<file path="src/sv/periodic_alarm_phase_timer_assert.svh">
// ----------------------------------------------------------------------------
// Assertion macros for the periodic alarm phase timer
// Concurrent checks, clocked on clk and disabled while rst_n is low.
// ----------------------------------------------------------------------------
`ifndef PERIODIC_ALARM_PHASE_TIMER_ASSERT_SVH
`define PERIODIC_ALARM_PHASE_TIMER_ASSERT_SVH

// antecedent implies consequent in the same cycle
`define PAPT_ASSERT_SAME(label, ante, cons, msg) \
    label: assert property (@(posedge clk) disable iff (!rst_n) (ante) |-> (cons)) \
        else $error(msg);

// antecedent implies consequent in the next cycle
`define PAPT_ASSERT_NEXT(label, ante, cons, msg) \
    label: assert property (@(posedge clk) disable iff (!rst_n) (ante) |=> (cons)) \
        else $error(msg);

`endif

</file>
<file path="src/sv/papt_pkg.sv">
// ----------------------------------------------------------------------------
// papt_pkg
// Codes, reset values and constants of the periodic alarm phase timer.
// ----------------------------------------------------------------------------
`timescale 1ns / 1ps

package papt_pkg;

    localparam int TIME_W = 32;
    localparam int LEN_W  = 16;
    localparam int SEC_W  = 7;

    // opcodes carried in s_tuser
    localparam logic [1:0] OP_PROCESS = 2'd0;
    localparam logic [1:0] OP_TOGGLE  = 2'd1;
    localparam logic [1:0] OP_STOP    = 2'd2;

    // configuration register indexes
    localparam logic [1:0] REG_WAIT     = 2'd0;
    localparam logic [1:0] REG_ALERT    = 2'd1;
    localparam logic [1:0] REG_BUZZ_ON  = 2'd2;
    localparam logic [1:0] REG_BUZZ_OFF = 2'd3;

    localparam logic [LEN_W-1:0] WAIT_RST     = 16'd2000;
    localparam logic [LEN_W-1:0] ALERT_RST    = 16'd10000;
    localparam logic [LEN_W-1:0] BUZZ_ON_RST  = 16'd200;
    localparam logic [LEN_W-1:0] BUZZ_OFF_RST = 16'd300;

    localparam logic [SEC_W-1:0] SHOWN_NONE = 7'd127;

    // ceil(x/1000) = floor((x+999) * 67109 / 2^26), exact for x+999 < 2^17
    localparam logic [16:0] SEC_ROUND = 17'd999;
    localparam logic [16:0] SEC_RECIP = 17'd67109;
    localparam int          SEC_SHIFT = 26;

endpackage

</file>
<file path="src/sv/periodic_alarm_phase_timer.sv">
// ----------------------------------------------------------------------------
// periodic_alarm_phase_timer: wait/alert phase timer with pulsed buzzer
// Registered in the input register, then the result register; one item per cycle
// while the result stream is not stalled by m_tready.
// rst_n (async, low) restores register defaults, stopped, nothing shown.
// ----------------------------------------------------------------------------
`timescale 1ns / 1ps

module periodic_alarm_phase_timer
    import papt_pkg::*;
(
    input  logic        clk,
    input  logic        rst_n,
    // configuration write channel
    input  logic        cfg_valid,
    output logic        cfg_ready,
    input  logic [1:0]  cfg_index,
    input  logic [15:0] cfg_data,
    // input stream
    input  logic        s_tvalid,
    output logic        s_tready,
    input  logic [31:0] s_tdata,   // [31:0] now_ms
    input  logic [1:0]  s_tuser,   // [1:0] opcode
    // result stream
    output logic        m_tvalid,
    input  logic        m_tready,
    output logic [31:0] m_tdata    // [0] led_on, [1] buzzer_on, [17:2] ms_remaining,
                                   // [24:18] seconds_remaining, [25] redraw, [31:26] zero
);

    `include "periodic_alarm_phase_timer_assert.svh"

    // configuration
    logic [LEN_W-1:0] wait_reg, alert_reg, buzz_on_reg, buzz_off_reg;

    // input register
    logic              in_valid_reg;
    logic [1:0]        in_op_reg;
    logic [TIME_W-1:0] in_now_reg;

    // timer state
    logic              running_reg, running_next;
    logic              alert_reg_q, alert_next;
    logic [TIME_W-1:0] start_reg, start_next;
    logic              pulse_reg, pulse_next;
    logic [TIME_W-1:0] pulse_time_reg, pulse_time_next;
    logic [SEC_W-1:0]  shown_reg, shown_next;

    // result register
    logic              out_valid_reg;
    logic              led_reg, led_next;
    logic              buzz_reg, buzz_next;
    logic [LEN_W-1:0]  remain_reg, remain_next;
    logic [SEC_W-1:0]  secs_reg, secs_next;
    logic              redraw_reg, redraw_next;

    logic              advance;
    logic              step;
    logic [TIME_W-1:0] elapsed;
    logic [16:0]       round_sum;
    logic [33:0]       sec_prod;
    logic              is_cmd;

    assign cfg_ready = 1'b1;
    assign advance   = !out_valid_reg || m_tready;
    assign s_tready  = !in_valid_reg || advance;
    assign step      = in_valid_reg && advance;

    always_ff @(posedge clk or negedge rst_n)
    begin
        if (!rst_n)
        begin
            wait_reg     <= WAIT_RST;
            alert_reg    <= ALERT_RST;
            buzz_on_reg  <= BUZZ_ON_RST;
            buzz_off_reg <= BUZZ_OFF_RST;
        end
        else if (cfg_valid && cfg_ready)
        begin
            unique case (cfg_index)
                REG_WAIT:     wait_reg     <= cfg_data;
                REG_ALERT:    alert_reg    <= cfg_data;
                REG_BUZZ_ON:  buzz_on_reg  <= cfg_data;
                REG_BUZZ_OFF: buzz_off_reg <= cfg_data;
                default:      ;
            endcase
        end
    end

    always_ff @(posedge clk or negedge rst_n)
    begin
        if (!rst_n)
        begin
            in_valid_reg <= 1'b0;
        end
        else if (s_tready)
        begin
            in_valid_reg <= s_tvalid;
        end
    end

    always_ff @(posedge clk)
    begin
        if (s_tvalid && s_tready)
        begin
            in_op_reg  <= s_tuser;
            in_now_reg <= s_tdata;
        end
    end

    assign is_cmd  = (in_op_reg == OP_TOGGLE) || (in_op_reg == OP_STOP);
    assign elapsed = in_now_reg - start_reg;

    always_comb
    begin
        logic              changed;
        logic [LEN_W-1:0]  remain;
        logic [LEN_W-1:0]  phase_len;
        changed         = 1'b0;
        remain          = wait_reg;
        phase_len       = alert_reg_q ? alert_reg : wait_reg;
        running_next    = running_reg;
        alert_next      = alert_reg_q;
        start_next      = start_reg;
        pulse_next      = pulse_reg;
        pulse_time_next = pulse_time_reg;

        if (is_cmd)
        begin
            running_next    = (in_op_reg == OP_TOGGLE) ? !running_reg : 1'b0;
            alert_next      = 1'b0;
            start_next      = in_now_reg;
            pulse_next      = 1'b0;
            pulse_time_next = in_now_reg;
        end
        else if (running_reg)
        begin
            // buzzer events only run in the alert phase; compare is absolute, no wrap
            if (alert_reg_q && (in_now_reg >= pulse_time_reg))
            begin
                pulse_next      = !pulse_reg;
                pulse_time_next = in_now_reg +
                    {{(TIME_W-LEN_W){1'b0}}, pulse_reg ? buzz_off_reg : buzz_on_reg};
            end
            if (elapsed >= {{(TIME_W-LEN_W){1'b0}}, phase_len})
            begin
                alert_next      = !alert_reg_q;
                start_next      = in_now_reg;
                pulse_next      = 1'b0;
                pulse_time_next = in_now_reg;
                changed         = 1'b1;
                remain          = '0;
            end
            else
            begin
                remain = phase_len - elapsed[LEN_W-1:0];
            end
        end

        round_sum   = {1'b0, remain} + SEC_ROUND;
        sec_prod    = round_sum * SEC_RECIP;
        secs_next   = sec_prod[SEC_SHIFT+SEC_W-1:SEC_SHIFT];
        remain_next = remain;
        led_next    = running_next && alert_next && !is_cmd;
        buzz_next   = led_next && pulse_next;

        if (is_cmd)
        begin
            redraw_next = 1'b1;
            shown_next  = SHOWN_NONE;
        end
        else
        begin
            redraw_next = changed || (secs_next != shown_reg);
            shown_next  = redraw_next ? secs_next : shown_reg;
        end
    end

    always_ff @(posedge clk or negedge rst_n)
    begin
        if (!rst_n)
        begin
            running_reg    <= 1'b0;
            alert_reg_q    <= 1'b0;
            start_reg      <= '0;
            pulse_reg      <= 1'b0;
            pulse_time_reg <= '0;
            shown_reg      <= SHOWN_NONE;
            out_valid_reg  <= 1'b0;
        end
        else
        begin
            if (advance)
            begin
                out_valid_reg <= in_valid_reg;
            end
            if (step)
            begin
                running_reg    <= running_next;
                alert_reg_q    <= alert_next;
                start_reg      <= start_next;
                pulse_reg      <= pulse_next;
                pulse_time_reg <= pulse_time_next;
                shown_reg      <= shown_next;
            end
        end
    end

    always_ff @(posedge clk)
    begin
        if (step)
        begin
            led_reg    <= led_next;
            buzz_reg   <= buzz_next;
            remain_reg <= remain_next;
            secs_reg   <= secs_next;
            redraw_reg <= redraw_next;
        end
    end

    assign m_tvalid = out_valid_reg;
    assign m_tdata  = {6'd0, redraw_reg, secs_reg, remain_reg, buzz_reg, led_reg};

    `PAPT_ASSERT_SAME(a_led_needs_run, out_valid_reg && led_reg, running_reg,
        "led lit while timer stopped")
    `PAPT_ASSERT_SAME(a_buzz_needs_led, out_valid_reg && buzz_reg, led_reg,
        "buzzer on outside alert phase")
    `PAPT_ASSERT_SAME(a_secs_zero, out_valid_reg,
        (remain_reg == '0) == (secs_reg == '0),
        "seconds and milliseconds disagree on zero")
    `PAPT_ASSERT_NEXT(a_in_hold, in_valid_reg && !advance, in_valid_reg,
        "input register dropped a stalled transaction")

endmodule

</file>
<file path="config.mk">
export PLATFORM = sky130hd
export DESIGN_NAME = periodic_alarm_phase_timer
export DESIGN_NICKNAME = d
export VERILOG_FILES = /design/src/sv/papt_pkg.sv /design/src/sv/periodic_alarm_phase_timer.sv
export VERILOG_INCLUDE_DIRS = /design/src /design/src/sv
export SDC_FILE = /design/constraint.sdc
export NUM_CORES = 1
export LEC_CHECK = 0
export ABC_AREA = 1
export BUFFER_PORTS_ARGS = -buffer_cell sky130_fd_sc_hd__buf_2
export CAP_MARGIN = 20
export CORE_ASPECT_RATIO = 1.1
export CORE_UTILIZATION = 45
export CTS_CLUSTER_SIZE = 16
export DETAILED_ROUTE_END_ITERATION = 8
export PLACE_DENSITY = 0.61
export SLEW_MARGIN = 20
export SYNTH_ARGS = -nofsm -noshare
export SYNTH_HDL_FRONTEND = slang
export SYNTH_SLANG_ARGS = --single-unit
</file>
<file path="constraint.sdc">
create_clock -name clk -period 21.3 [get_ports clk]
set_input_delay 0 -clock clk [delete_from_list [all_inputs] [get_ports clk]]
set_output_delay 0 -clock clk [all_outputs]
set_load 0.02 [all_outputs]
</file>
# After elaboration in Yosys (flattened, before gate mapping)
# Cells that the tools add are included.
[totals] out_inout_bits=35 in_bits=57 register_bits=200
[op_classes] reduce_logical=28 n_addsub=4 n_mux=26 n_lt_le_gt_ge=2 eq_ne=6 multipliers=1
[op_table] op="32-bit two-way mux" count=7
[op_table] op="16-bit two-way mux" count=5
[op_table] op="17-bit by 17-bit multiplier with 33-bit output, second input constant" count=1
[op_table] op="32-bit by 16-bit adder with 32-bit output" count=1
[op_table] op="32-bit by 16-bit >= comparator with 1-bit output" count=1
[op_table] op="32-bit >= comparator" count=1
[op_table] op="32-bit subtractor" count=1
[op_table] op="16-bit by 10-bit adder with 17-bit output, second input constant" count=1
[op_table] op="16-bit subtractor" count=1
[op_table] op="7-bit two-way mux" count=2
[op_table] op="1-bit two-way mux" count=12
[op_table] op="2-bit AND reduction" count=5
[op_table] op="7-bit inequality test" count=1
[op_table] op="2-bit == test, second input constant" count=3
[op_table] op="1-bit logical AND" count=6
[op_table] op="1-bit zero test" count=6
[op_table] op="3-bit AND reduction" count=2
[op_table] op="2-bit nonzero test" count=3
[op_table] op="2-bit by 1-bit == test with 1-bit output, second input constant" count=2
[op_table] op="1-bit logical OR" count=4
[op_table] op="3-bit nonzero test" count=1
[op_table] op="2-bit zero test" count=1

# Logic depth before layout (Yosys ltp)
# Gate-level depths: netlist of run 1.
[depth] ltp_word=11 depth_mapped=63 ltp_nobuf=63

# Worst setup path after synthesis of run 1
# Ideal clock, no wire load.
[synth_timing] path_kind="reg2reg" start="reg in_now_reg[0]" end="reg shown_reg[0]" setup_ps=63 n_path_buf=0 path_slack_ps=12670 arrival_ps=8567 t_required_ps=21237 path_stages_with_launch=61 path_cell_list="edfxtp_1 inv_1 ha_1 fa_1 inv_1 nand3_1 nand3_2 nand2_1 nand2_2 nand2_1 nand2_2 xor2_1 ha_1 nand2_1 nor2_1 a211oi_1 nand2_1 nor2_1 [25 not listed] ha_1 a21oi_1 inv_1 a21oi_1 nor2_1 o21bai_1 a21oi_1 a211oi_1 nand2_1 nand2_1 nand2_1 nand2_1 nand2_1 inv_1 nand4_4 nand2_4 nand2_1 nand2_1"
[synth_between] elab_chain_len=11 word_cells_on_any_way=17 classes_between="add/sub: 3; mul: 1; order compare: 1; eq/ne: 1; mux: 8; reduce/logical: 3"
[synth_rtl] element="start, declared" line="periodic_alarm_phase_timer.sv:39" rtl="logic [TIME_W-1:0] in_now_reg;"
[synth_rtl] element="start signal, assigned" line="periodic_alarm_phase_timer.sv:107" rtl="in_now_reg <= s_tdata;"
[synth_rtl] element="32-bit subtractor (*)" line="periodic_alarm_phase_timer.sv:112" rtl="assign elapsed = in_now_reg - start_reg;"
[synth_rtl] element="32-bit by 16-bit >= comparator with 1-bit output / 16-bit subtractor (equally long branches)" line="periodic_alarm_phase_timer.sv:145, periodic_alarm_phase_timer.sv:156"
[synth_rtl] element="16-bit two-way mux (*)" line="periodic_alarm_phase_timer.sv:145" rtl="if (elapsed >= {{(TIME_W-LEN_W){1'b0}}, phase_len})"
[synth_rtl] element="16-bit two-way mux (*)" line="periodic_alarm_phase_timer.sv:136" rtl="else if (running_reg)"
[synth_rtl] element="16-bit two-way mux (*)" line="periodic_alarm_phase_timer.sv:128" rtl="if (is_cmd)"
[synth_rtl] element="via remain_next[0]" line="periodic_alarm_phase_timer.sv:53" rtl="logic [LEN_W-1:0] remain_reg, remain_next;"
[synth_rtl] element="16-bit by 10-bit adder with 17-bit output (*)" line="periodic_alarm_phase_timer.sv:160" rtl="round_sum = {1'b0, remain} + SEC_ROUND;"
[synth_rtl] element="17-bit by 17-bit multiplier with 33-bit output (*)" line="periodic_alarm_phase_timer.sv:161" rtl="sec_prod = round_sum * SEC_RECIP;"
[synth_rtl] element="7-bit inequality test" line="periodic_alarm_phase_timer.sv:174" rtl="redraw_next = changed || (secs_next != shown_reg);"
[synth_rtl] element="1-bit logical OR" line="periodic_alarm_phase_timer.sv:174"
[synth_rtl] element="2-bit nonzero test (no source line)"
[synth_rtl] element="2-bit AND reduction (no source line)"
[synth_rtl] element="end signal, assigned" line="periodic_alarm_phase_timer.sv:204" rtl="shown_reg <= shown_next;"
[synth_rtl] element="end, declared" line="periodic_alarm_phase_timer.sv:47" rtl="logic [SEC_W-1:0] shown_reg, shown_next;"
# Mark *: on every way through the listed nets, which the timed path passes. The rest lies on a longest branch. The select of a mux whose other input is x is not followed.
# A chain may end at the register's enable or synchronous reset.

# Final worst setup path of run 1
[layout_timing] start="reg in_now_reg[0]" end="reg shown_reg[6]"
# The elaborated chain is that of the path after synthesis.

==> flow_results.xml, run 1 <==
<?xml version="1.0" encoding="UTF-8"?>
<metrics>
  <group name="run_status">
    <metric name="status" unit="">completed</metric>
  </group>
  <group name="timing">
    <metric name="finalSetupTns" unit="ns">0</metric>
    <metric name="timing_worst_slew_pin_value" unit="ns">1.056</metric>
    <metric name="timing.final.ws_setup" unit="ns">10.96</metric>
    <metric name="final_min_period_over_clock_period" unit="">0.4854</metric>
    <metric name="grt_setup_unrepaired" unit="">false</metric>
    <metric name="report.final.hold_viol_count" unit="">0</metric>
    <metric name="slew-limit-headroom" unit="">0.2937</metric>
    <metric name="layout_min_cycle_time" unit="ns">10.34</metric>
    <metric name="final_max_slew_viol_count" unit="">0</metric>
    <metric name="setup_viol" unit="">0</metric>
    <metric name="clock_skew" unit="ns">0.02220</metric>
    <metric name="max_freq" unit="MHz">96.72</metric>
  </group>
  <group name="grt">
    <metric name="grt_start_max_net_pins" unit="">79</metric>
    <metric name="grt_util_all_layers" unit="">0.2400</metric>
    <metric name="overflow" unit="">0</metric>
    <metric name="grt_pass1_vias" unit="">14960</metric>
    <metric name="global_route_wire_length_before_repair" unit="mm">75.28</metric>
    <metric name="antenna_found_initial" unit="">0</metric>
  </group>
  <group name="cells_and_area">
    <metric name="core_occupancy_in_the_finished_layout" unit="">0.5145</metric>
    <metric name="area_of_the_multi_input_gates" unit="um^2">10540</metric>
    <metric name="fill_cells" unit="">3743</metric>
    <metric name="layout-drive-gt1-share" unit="">0.09576</metric>
    <metric name="seq_area" unit="um^2">5336</metric>
    <metric name="layout-area-overhead-vs-synth" unit="%">11.56</metric>
    <metric name="insertedDiodeCount" unit="">0</metric>
    <metric name="final_net_count" unit="">2811</metric>
  </group>
  <group name="yosys">
    <metric name="synth-seq-area-share" unit="">0.3007</metric>
    <metric name="netlist_area" unit="um^2">17750</metric>
    <metric name="synth_enable_flop_cells" unit="">60</metric>
    <metric name="synthTopCellsByArea" unit="">sky130_fd_sc_hd__ha_1, sky130_fd_sc_hd__dfrtp_1, sky130_fd_sc_hd__nand2_1</metric>
    <metric name="ys_dominant_reg_cell" unit="">sky130_fd_sc_hd__dfrtp_1</metric>
    <metric name="yosys_warnings" unit="">0</metric>
    <metric name="synth.top_cell.area_share" unit="">0.1742</metric>
    <metric name="synth_cell_types" unit="">52</metric>
    <metric name="synth_area_leader_cell" unit="">sky130_fd_sc_hd__ha_1</metric>
    <metric name="synth.most_common_cell" unit="">sky130_fd_sc_hd__nand2_1</metric>
    <metric name="synthArstFlopShare" unit="">0.7000</metric>
    <metric name="synth_commonest_cells" unit="">sky130_fd_sc_hd__nand2_1, sky130_fd_sc_hd__inv_1, sky130_fd_sc_hd__ha_1</metric>
    <metric name="ys_ff_latch" unit="">200</metric>
    <metric name="synthesis.instances" unit="">2341</metric>
    <metric name="synth.avg_cell_area" unit="um^2">7.580</metric>
  </group>
  <group name="clocking">
    <metric name="cts_hold_repair.buffers" unit="">55</metric>
    <metric name="cts_buffer_depth" unit="">2</metric>
    <metric name="cts_sinks" unit="">200</metric>
    <metric name="clk_latency" unit="ns">0.48</metric>
    <metric name="clock-root-buffer" unit="">sky130_fd_sc_hd__clkbuf_16</metric>
    <metric name="post-cts-setup-buffers" unit="">0</metric>
    <metric name="clkTransAtPathRegs" unit="ns">0.08</metric>
    <metric name="cts_tree" unit="">yes</metric>
    <metric name="clock_tree.htree_level_count" unit="">4</metric>
    <metric name="cts_resized" unit="">0</metric>
    <metric name="cts_buffers" unit="">17</metric>
  </group>
  <group name="drt">
    <metric name="drt_iter0_markers" unit="">741</metric>
    <metric name="drtAntennaViolNets" unit="">0</metric>
    <metric name="firstDrtPassIters" unit="">7</metric>
    <metric name="drt_drc_violations_left" unit="">0</metric>
    <metric name="wire_per_inst" unit="um">15.57</metric>
    <metric name="route.final.wire_length" unit="mm">46.33</metric>
    <metric name="via_count_normalized_by_instance_count" unit="">5.078</metric>
    <metric name="vias" unit="">15110</metric>
  </group>
  <group name="die">
    <metric name="dieHeight" unit="um">210.3</metric>
    <metric name="dieArea" unit="um^2">40230</metric>
    <metric name="placement_rows" unit="">75</metric>
    <metric name="horiz_die_dim" unit="um">191.3</metric>
    <metric name="core_area" unit="um^2">38470</metric>
    <metric name="initial_core_utilization" unit="">0.4612</metric>
    <metric name="pin_count" unit="">92</metric>
  </group>
  <group name="place">
    <metric name="gp_congestion" unit="">0.9151</metric>
    <metric name="detailedPlace.worstSlack" unit="ns">11.00</metric>
    <metric name="port-buffer-count" unit="">84</metric>
    <metric name="detailed_place_hpwl" unit="mm">37.49</metric>
  </group>
  <group name="run">
    <metric name="cap_violations" unit="">0</metric>
  </group>
  <group name="critical_path">
    <metric name="worst-endpoint-required" unit="ns">21.72</metric>
    <metric name="timing.critical_path.slowest_cell_delay" unit="ns">0.60</metric>
    <metric name="critical_path_capture_point_type" unit="">flop</metric>
    <metric name="cp_slowest_cell" unit="">sky130_fd_sc_hd__xor2_1</metric>
    <metric name="critical-path-top-cell-by-count" unit="">sky130_fd_sc_hd__nand2_1</metric>
    <metric name="worstSetupPathType" unit="">reg2reg</metric>
    <metric name="cp_max_fo" unit="">14</metric>
    <metric name="cp-start-kind" unit="">flop</metric>
    <metric name="critical_path_arrival" unit="ns">10.76</metric>
  </group>
  <group name="min_path">
    <metric name="worst_hold_class" unit="">in2reg</metric>
  </group>
</metrics>
## final timing paths
| kind | endpoint | depth (start not counted) | slack [ns] | startpoint |
|---|---|---|---|---|
| min reg2reg | shown_reg[2] | 2 | 0.47 | shown_reg[2] |
| min | buzz_off_reg[3] | 3 | 0.1 | cfg_index[0] |
| max in group asynchronous | buzz_off_reg[1] | 3 | 19.83 | rst_n |
| min in group asynchronous | pulse_time_reg[23] | 2 | 0.14 | rst_n |
| max reg2reg | shown_reg[6] | 62 | 10.96 | in_now_reg[0] |
| max | shown_reg[6] | 62 | 10.96 | in_now_reg[0] |
## final cells by class
class,count,area share
Multi-Input combinational cell,1658,0.5324
Sequential cell,200,0.2696
Inverter,439,0.08324
Timing Repair Buffer,146,0.05240
Tap cell,500,0.03160
Clock buffer,19,0.02294
Clock inverter,13,0.007837
## metrics by stage
stage,cells,hold WS (ns),cell area [um^2]
final,2975,0.09927,19800
after global routing,2975,0.1349,19800
after CTS,2974,0.1390,19780
after detailed placement,2887,0.09934,18620
after global placement,2887,0.09624,18620
after floorplan,2346,-0.2956,17760
## layer usage
layer,vias up,GRT usage,wire (um),part of all wire
met5,-,0,0,0
met4,0,0.08429,1353,0.029
met3,63,0.03114,1312,0.028
met2,261,0.4218,22840,0.49
li1,7715,-,-,-
met1,7067,0.2999,20820,0.45
## cells by family after synthesis
| kind of cell | synth area share |
|---|---|
| XOR/XNOR | 0.02961 |
| other | 0.0004232 |
| adder cells (fa/ha/maj) | 0.2249 |
| AO/OA/AOI/OAI | 0.1083 |
| buffers and inverters | 0.1068 |
| flip-flops | 0.3007 |
| AND/OR/NAND/NOR | 0.2292 |
## layout by cell type, fill, tap and decap left out, types with 4 or more instances in the layout
| cell | instances |
|---|---|
| sky130_fd_sc_hd__o211ai_1 | 4 |
| sky130_fd_sc_hd__nor3_1 | 17 |
| sky130_fd_sc_hd__fa_1 | 45 |
| sky130_fd_sc_hd__nand4_1 | 22 |
| sky130_fd_sc_hd__a21oi_1 | 99 |
| sky130_fd_sc_hd__o21ai_2 | 4 |
| sky130_fd_sc_hd__inv_1 | 422 |
| sky130_fd_sc_hd__ha_1 | 247 |
| sky130_fd_sc_hd__nand3_2 | 6 |
| sky130_fd_sc_hd__nand2_1 | 626 |
| sky130_fd_sc_hd__nand2_2 | 26 |
| sky130_fd_sc_hd__xnor2_1 | 28 |
| sky130_fd_sc_hd__nor2_1 | 103 |
| sky130_fd_sc_hd__dlygate4sd3_1 | 55 |
| sky130_fd_sc_hd__o21ai_0 | 187 |
| sky130_fd_sc_hd__buf_4 | 6 |
| sky130_fd_sc_hd__nand3b_1 | 11 |
| sky130_fd_sc_hd__inv_8 | 5 |
| sky130_fd_sc_hd__a21o_1 | 8 |
| sky130_fd_sc_hd__o221ai_1 | 6 |
| sky130_fd_sc_hd__inv_2 | 14 |
| sky130_fd_sc_hd__nor4_1 | 6 |
| sky130_fd_sc_hd__nand3_1 | 92 |
| sky130_fd_sc_hd__conb_1 | 7 |
| sky130_fd_sc_hd__buf_2 | 83 |
| sky130_fd_sc_hd__dfstp_2 | 25 |
| sky130_fd_sc_hd__clkbuf_16 | 18 |
| sky130_fd_sc_hd__o21bai_1 | 7 |
| sky130_fd_sc_hd__edfxtp_1 | 60 |
| sky130_fd_sc_hd__a221oi_1 | 4 |
| sky130_fd_sc_hd__xor2_1 | 32 |
| sky130_fd_sc_hd__a31oi_1 | 7 |
| sky130_fd_sc_hd__dfrtp_1 | 115 |
| sky130_fd_sc_hd__or2_2 | 18 |
| sky130_fd_sc_hd__a211oi_1 | 8 |
| sky130_fd_sc_hd__nor2_2 | 10 |
## worst max-delay path: cells and delay by family (launching register included)
kind | cells | cell delay [ns]
DFF | 1 | 0.37
xor gates and xnor gates | 2 | 0.89
AOI/OAI and AO/OA | 2 | 0.35
adders and majority gates | 11 | 3.62
buffers and inverters | 7 | 0.60
and+or+nand+nor | 40 | 4.42
Power of run 1 is left out: the tool's default activity adds up to more than one toggle a clock period on the data nets, which glitch-free logic cannot reach.
==> inputs of run 2 (changes only) <==
==> constraint.sdc (replaced) <==
create_clock -name clk -period 9.6 [get_ports clk]
set_input_delay 0 -clock clk [delete_from_list [all_inputs] [get_ports clk]]
set_output_delay 0 -clock clk [all_outputs]
set_load 0.02 [all_outputs]
==> flow_results.xml, run 2 (same netlist as run 1, synthesis figures left out) <==
<?xml version="1.0" encoding="UTF-8"?>
<metrics>
  <group name="grt">
    <metric name="grt_util_all_layers" unit="">0.2449</metric>
    <metric name="global_route_wire_length_before_repair" unit="mm">76.71</metric>
    <metric name="antenna_found_initial" unit="">0</metric>
    <metric name="overflow" unit="">0</metric>
    <metric name="grt_start_max_net_pins" unit="">72</metric>
    <metric name="grt_pass1_vias" unit="">15260</metric>
  </group>
  <group name="place">
    <metric name="detailed_place_hpwl" unit="mm">38.33</metric>
    <metric name="port-buffer-count" unit="">84</metric>
    <metric name="placement.cell_area" unit="um^2">18880</metric>
    <metric name="gp_congestion" unit="">0.9248</metric>
  </group>
  <group name="die">
    <metric name="core_area" unit="um^2">38470</metric>
    <metric name="horiz_die_dim" unit="um">191.3</metric>
    <metric name="placement_rows" unit="">75</metric>
    <metric name="pin_count" unit="">92</metric>
    <metric name="initial_core_utilization" unit="">0.4612</metric>
    <metric name="dieArea" unit="um^2">40230</metric>
    <metric name="dieHeight" unit="um">210.3</metric>
  </group>
  <group name="critical_path">
    <metric name="worstSetupPathType" unit="">reg2reg</metric>
    <metric name="critical_path_capture_point_type" unit="">flop</metric>
    <metric name="cp_max_fo" unit="">8</metric>
    <metric name="r2r_cells" unit="">57</metric>
    <metric name="worst-endpoint-required" unit="ns">10.02</metric>
    <metric name="critical_path_arrival" unit="ns">9.40</metric>
    <metric name="critical-path-top-cell-by-count" unit="">sky130_fd_sc_hd__nand2_1</metric>
    <metric name="cp_slowest_cell" unit="">sky130_fd_sc_hd__fa_2</metric>
    <metric name="cp-start-kind" unit="">flop</metric>
    <metric name="timing.critical_path.slowest_cell_delay" unit="ns">0.57</metric>
  </group>
  <group name="timing">
    <metric name="layout_min_cycle_time" unit="ns">8.980</metric>
    <metric name="final_min_period_over_clock_period" unit="">0.9354</metric>
    <metric name="max_freq" unit="MHz">111.4</metric>
    <metric name="setup_viol" unit="">0</metric>
    <metric name="final_max_slew_viol_count" unit="">0</metric>
    <metric name="clock_skew" unit="ns">0.01706</metric>
    <metric name="report.final.hold_viol_count" unit="">0</metric>
    <metric name="slew-limit-headroom" unit="">0.3229</metric>
    <metric name="finalHoldWorstSlack" unit="ns">0.1008</metric>
    <metric name="timing_worst_slew_pin_value" unit="ns">1.013</metric>
  </group>
  <group name="min_path">
    <metric name="worst_hold_class" unit="">in2async</metric>
  </group>
  <group name="cells_and_area">
    <metric name="mostFrequentLayoutCell" unit="">sky130_fd_sc_hd__nand2_1</metric>
    <metric name="final_design_area_no_fill" unit="um^2">20680</metric>
    <metric name="area_of_the_multi_input_gates" unit="um^2">11040</metric>
    <metric name="insertedDiodeCount" unit="">0</metric>
    <metric name="layout-drive-gt1-share" unit="">0.1477</metric>
    <metric name="leading_cell_types_in_the_layout_fill_and_taps_excluded" unit="">sky130_fd_sc_hd__nand2_1, sky130_fd_sc_hd__inv_1, sky130_fd_sc_hd__ha_1, sky130_fd_sc_hd__o21ai_0, sky130_fd_sc_hd__dfrtp_1</metric>
    <metric name="layout-area-overhead-vs-synth" unit="%">16.53</metric>
    <metric name="seq_area" unit="um^2">5336</metric>
    <metric name="fill_cells" unit="">3756</metric>
    <metric name="final_net_count" unit="">2869</metric>
  </group>
  <group name="clocking">
    <metric name="cts_buffers" unit="">17</metric>
    <metric name="cts_tree" unit="">yes</metric>
    <metric name="cts_sinks" unit="">200</metric>
    <metric name="cts_buffer_depth" unit="">2</metric>
    <metric name="clkTransAtPathRegs" unit="ns">0.08</metric>
    <metric name="clock_tree.htree_level_count" unit="">4</metric>
    <metric name="clock-root-buffer" unit="">sky130_fd_sc_hd__clkbuf_16</metric>
    <metric name="clk_latency" unit="ns">0.48</metric>
  </group>
  <group name="run">
    <metric name="cap_violations" unit="">0</metric>
  </group>
  <group name="run_status">
    <metric name="status" unit="">completed</metric>
  </group>
  <group name="drt">
    <metric name="route.final.wire_length" unit="mm">47.96</metric>
    <metric name="firstDrtPassIters" unit="">5</metric>
    <metric name="wire_per_inst" unit="um">15.81</metric>
    <metric name="via_count_normalized_by_instance_count" unit="">5.070</metric>
    <metric name="drt_drc_violations_left" unit="">0</metric>
    <metric name="drtAntennaViolNets" unit="">0</metric>
    <metric name="vias" unit="">15380</metric>
    <metric name="drt_iter0_markers" unit="">971</metric>
  </group>
</metrics>
run 2: area by class of cell:
type / instances / area share
Timing Repair Buffer: 203 / 0.07067
Tap cell: 500 / 0.03025
Sequential cell: 200 / 0.2580
Inverter: 439 / 0.07968
Clock inverter: 12 / 0.006292
Clock buffer: 20 / 0.02112
Multi-Input combinational cell: 1659 / 0.5339
run 2: what timing repair did:
item	4_1_cts	5_1_grt
gates resized for setup	0	100
hold endpoints to repair	170	0
setup buffers	0	23
setup endpoints to repair	0	13
hold buffers	55	0
run 2: worst max-delay path, delay by kind of cell (launching register included):
family	cells	cell delay (ns)
AO/OA/AOI/OAI	5	1.03
XOR/XNOR	2	0.36
adder cells (fa/ha/maj)	10	3.28
buffers and inverters	8	0.77
flip-flops	1	0.37
AND/OR/NAND/NOR	32	3.11
run 2: worst paths after layout:
path	slack (ns)	to	start
min in group clk	0.19	buzz_off_reg[3]	cfg_valid
min	0.10	pulse_time_reg[23]	rst_n
max in group asynchronous	8.09	start_reg[10]	rst_n
min reg2reg	0.47	shown_reg[2]	shown_reg[2]
max reg2reg	0.62	shown_reg[5]	in_now_reg[0]
max	0.62	shown_reg[5]	in_now_reg[0]
run 2: stage by stage:
stage | utilization | setup TNS, ns | std cells | worst slack, ns
after global routing | 0.5375 | -0.3134 | 3033 | -0.05457
after global placement | 0.4908 | 0 | 2922 | 0.3704
after floorplan | - | 0 | 2346 | 0.9703
final | 0.5375 | 0 | 3033 | 0.6199
after CTS | 0.5199 | 0 | 3009 | 0.07450
after detailed placement | 0.4908 | 0 | 2922 | 0.1057
run 2: per-layer routing:
layer	track usage	share of wire	vias to the layer above
met5	0	0	-
met4	0.09633	0.035	0
met3	0.03180	0.028	71
met2	0.4304	0.49	257
met1	0.3018	0.45	7201
li1	-	-	7849
Power of run 2 is left out for the same reason.
==> inputs of run 3 (changes only) <==
--- a/config.mk
+++ b/config.mk
@@ -9,7 +9,7 @@
 export ABC_AREA = 1
 export BUFFER_PORTS_ARGS = -buffer_cell sky130_fd_sc_hd__buf_2
 export CAP_MARGIN = 20
-export CORE_ASPECT_RATIO = 1.1
+export CORE_ASPECT_RATIO = 0.6
 export CORE_UTILIZATION = 45
 export CTS_CLUSTER_SIZE = 16
 export DETAILED_ROUTE_END_ITERATION = 8
==> flow_results.xml, run 3 (same netlist as run 1, synthesis figures left out) <==
<?xml version="1.0" encoding="UTF-8"?>
<metrics>
  <group name="run_status">
    <metric name="status" unit="">completed</metric>
  </group>
  <group name="die">
    <metric name="dieHeight" unit="um">155.8</metric>
    <metric name="placement_rows" unit="">55</metric>
    <metric name="dieArea" unit="um^2">40260</metric>
    <metric name="initial_core_utilization" unit="">0.4638</metric>
    <metric name="horiz_die_dim" unit="um">258.4</metric>
    <metric name="pin_count" unit="">92</metric>
    <metric name="core_area" unit="um^2">38260</metric>
  </group>
  <group name="timing">
    <metric name="layout_min_cycle_time" unit="ns">9.169</metric>
    <metric name="clock_skew" unit="ns">0.02436</metric>
    <metric name="slew-limit-headroom" unit="">0.2749</metric>
    <metric name="timing_worst_slew_pin_value" unit="ns">1.085</metric>
    <metric name="finalSetupTns" unit="ns">0</metric>
    <metric name="final_min_period_over_clock_period" unit="">0.9551</metric>
    <metric name="final_max_slew_viol_count" unit="">0</metric>
    <metric name="finalHoldWorstSlack" unit="ns">0.1028</metric>
    <metric name="report.final.hold_viol_count" unit="">0</metric>
    <metric name="max_freq" unit="MHz">109.1</metric>
    <metric name="setup_viol" unit="">0</metric>
  </group>
  <group name="critical_path">
    <metric name="critical_path_arrival" unit="ns">9.58</metric>
    <metric name="timing.critical_path.slowest_cell_delay" unit="ns">0.56</metric>
    <metric name="worst-endpoint-required" unit="ns">10.02</metric>
    <metric name="worstSetupPathType" unit="">reg2reg</metric>
    <metric name="cp-start-kind" unit="">flop</metric>
    <metric name="critical_path_capture_point_type" unit="">flop</metric>
    <metric name="cp_max_fo" unit="">7</metric>
    <metric name="critical-path-top-cell-by-count" unit="">sky130_fd_sc_hd__nand2_1</metric>
    <metric name="cp_slowest_cell" unit="">sky130_fd_sc_hd__edfxtp_1</metric>
  </group>
  <group name="grt">
    <metric name="grt_util_all_layers" unit="">0.2896</metric>
    <metric name="grt_start_max_net_pins" unit="">75</metric>
    <metric name="antenna_found_initial" unit="">2</metric>
    <metric name="global_route_wire_length_before_repair" unit="mm">87.66</metric>
    <metric name="overflow" unit="">0</metric>
    <metric name="grt_pass1_vias" unit="">14890</metric>
  </group>
  <group name="cells_and_area">
    <metric name="final_cells" unit="">3094</metric>
    <metric name="mostFrequentLayoutCell" unit="">sky130_fd_sc_hd__nand2_1</metric>
    <metric name="fill_cells" unit="">3656</metric>
    <metric name="core_occupancy_in_the_finished_layout" unit="">0.5559</metric>
    <metric name="layout-drive-gt1-share" unit="">0.1683</metric>
    <metric name="layout-area-overhead-vs-synth" unit="%">19.86</metric>
    <metric name="leading_cell_types_in_the_layout_fill_and_taps_excluded" unit="">sky130_fd_sc_hd__nand2_1, sky130_fd_sc_hd__inv_1, sky130_fd_sc_hd__ha_1, sky130_fd_sc_hd__o21ai_0, sky130_fd_sc_hd__dfrtp_1</metric>
    <metric name="final_net_count" unit="">2914</metric>
  </group>
  <group name="run">
    <metric name="cap_violations" unit="">0</metric>
  </group>
  <group name="clocking">
    <metric name="clk_latency" unit="ns">0.47</metric>
    <metric name="clock-root-buffer" unit="">sky130_fd_sc_hd__clkbuf_16</metric>
    <metric name="clkTransAtPathRegs" unit="ns">0.09</metric>
    <metric name="cts_tree" unit="">yes</metric>
    <metric name="clock_tree.htree_level_count" unit="">4</metric>
    <metric name="cts_buffers" unit="">17</metric>
    <metric name="cts_buffer_depth" unit="">2</metric>
    <metric name="cts_sinks" unit="">200</metric>
  </group>
  <group name="drt">
    <metric name="route.final.wire_length" unit="mm">58.14</metric>
    <metric name="wire_per_inst" unit="um">18.79</metric>
    <metric name="drt_iter0_markers" unit="">1679</metric>
    <metric name="vias" unit="">16280</metric>
    <metric name="drt_drc_violations_left" unit="">0</metric>
    <metric name="drtAntennaViolNets" unit="">0</metric>
    <metric name="firstDrtPassIters" unit="">5</metric>
    <metric name="via_count_normalized_by_instance_count" unit="">5.262</metric>
  </group>
  <group name="place">
    <metric name="port-buffer-count" unit="">84</metric>
    <metric name="gp_congestion" unit="">1.044</metric>
    <metric name="place.detailed.instances" unit="">2978</metric>
    <metric name="detailed_place_hpwl" unit="mm">46.91</metric>
  </group>
  <group name="min_path">
    <metric name="worst_hold_class" unit="">in2async</metric>
  </group>
</metrics>
[run 3: cell types whose count changed in the layout (fill, tap and decap cells not counted), sizes merged]
| cell | previous run | this run |
|---|---|---|
| inv | 444 | 443 |
| diode | 0 | 3 |
| buf | 148 | 192 |
| clkbuf | 20 | 18 |
| clkinv | 7 | 10 |
| bufinv | 0 | 1 |
[run 3: per-stage QoR]
| stage | cell area [um^2] | setup slack, ns |
|---|---|---|
| 2_1_floorplan | 17760 | 0.9703 |
| 3_3_place_gp | 19220 | -0.02640 |
| 3_5_place_dp | 19220 | -0.05625 |
| 4_1_cts | 20470 | 0.02928 |
| 5_1_grt | 21270 | -0.1038 |
| 6_report | 21270 | 0.4313 |
[run 3: final cells by class]
type	count	area, um^2	share of cell area
multi-input cells	1659	11150	0.5244
flip-flops and latches	200	5336	0.2509
repair buffers	248	1824	0.08576
inverters	439	1648	0.07747
well taps	513	641.9	0.03018
clock buffers	17	425.4	0.02000
clock inverters	15	232.7	0.01094
diodes	3	7.507	0.0003529
[run 3: path summary, 6_finish.rpt]
kind                                 from  slack, ns                 end  cells after the start
max                        in_now_reg[12]       0.43        shown_reg[4]                     62
min in group clk             cfg_index[0]       0.22     buzz_off_reg[5]                      3
max in group asynchronous           rst_n       8.13        alert_reg[5]                      3
max reg2reg                in_now_reg[12]       0.43        shown_reg[4]                     62
min reg2reg                  shown_reg[0]       0.47        shown_reg[0]                      2
min                                 rst_n       0.10  pulse_time_reg[12]                      2
[run 3: timing repair]
| item | in CTS | in global routing |
|---|---|---|
| gates resized for setup | 5 | 113 |
| pin swaps | 1 | 46 |
| buffers inserted | 2 | 22 |
| cloned | 0 | 1 |
| endpoints found under the hold margin | 167 | 0 |
| endpoints found under the setup margin | 8 | 15 |
| hold buffers | 55 | 0 |
[run 3: per-layer routing]
metal	wire, um	GRT usage	up-vias
li1	-	-	7946
met1	30490	0.4742	7629
met2	20000	0.3383	683
met3	7244	0.1207	20
met4	315	0.03297	2
met5	101	0.01812	-
[run 3: critical path: cells and delay by family, from the launching register on]
family | cells | cell delay [ns]
AO/OA/AOI/OAI | 3 | 0.49
adder cells (fa/ha/maj) | 10 | 2.93
buffers and inverters | 9 | 0.80
XOR/XNOR | 2 | 0.39
AND/OR/NAND/NOR | 38 | 3.91
flip-flops | 1 | 0.56
Power of run 3 is left out for the same reason.
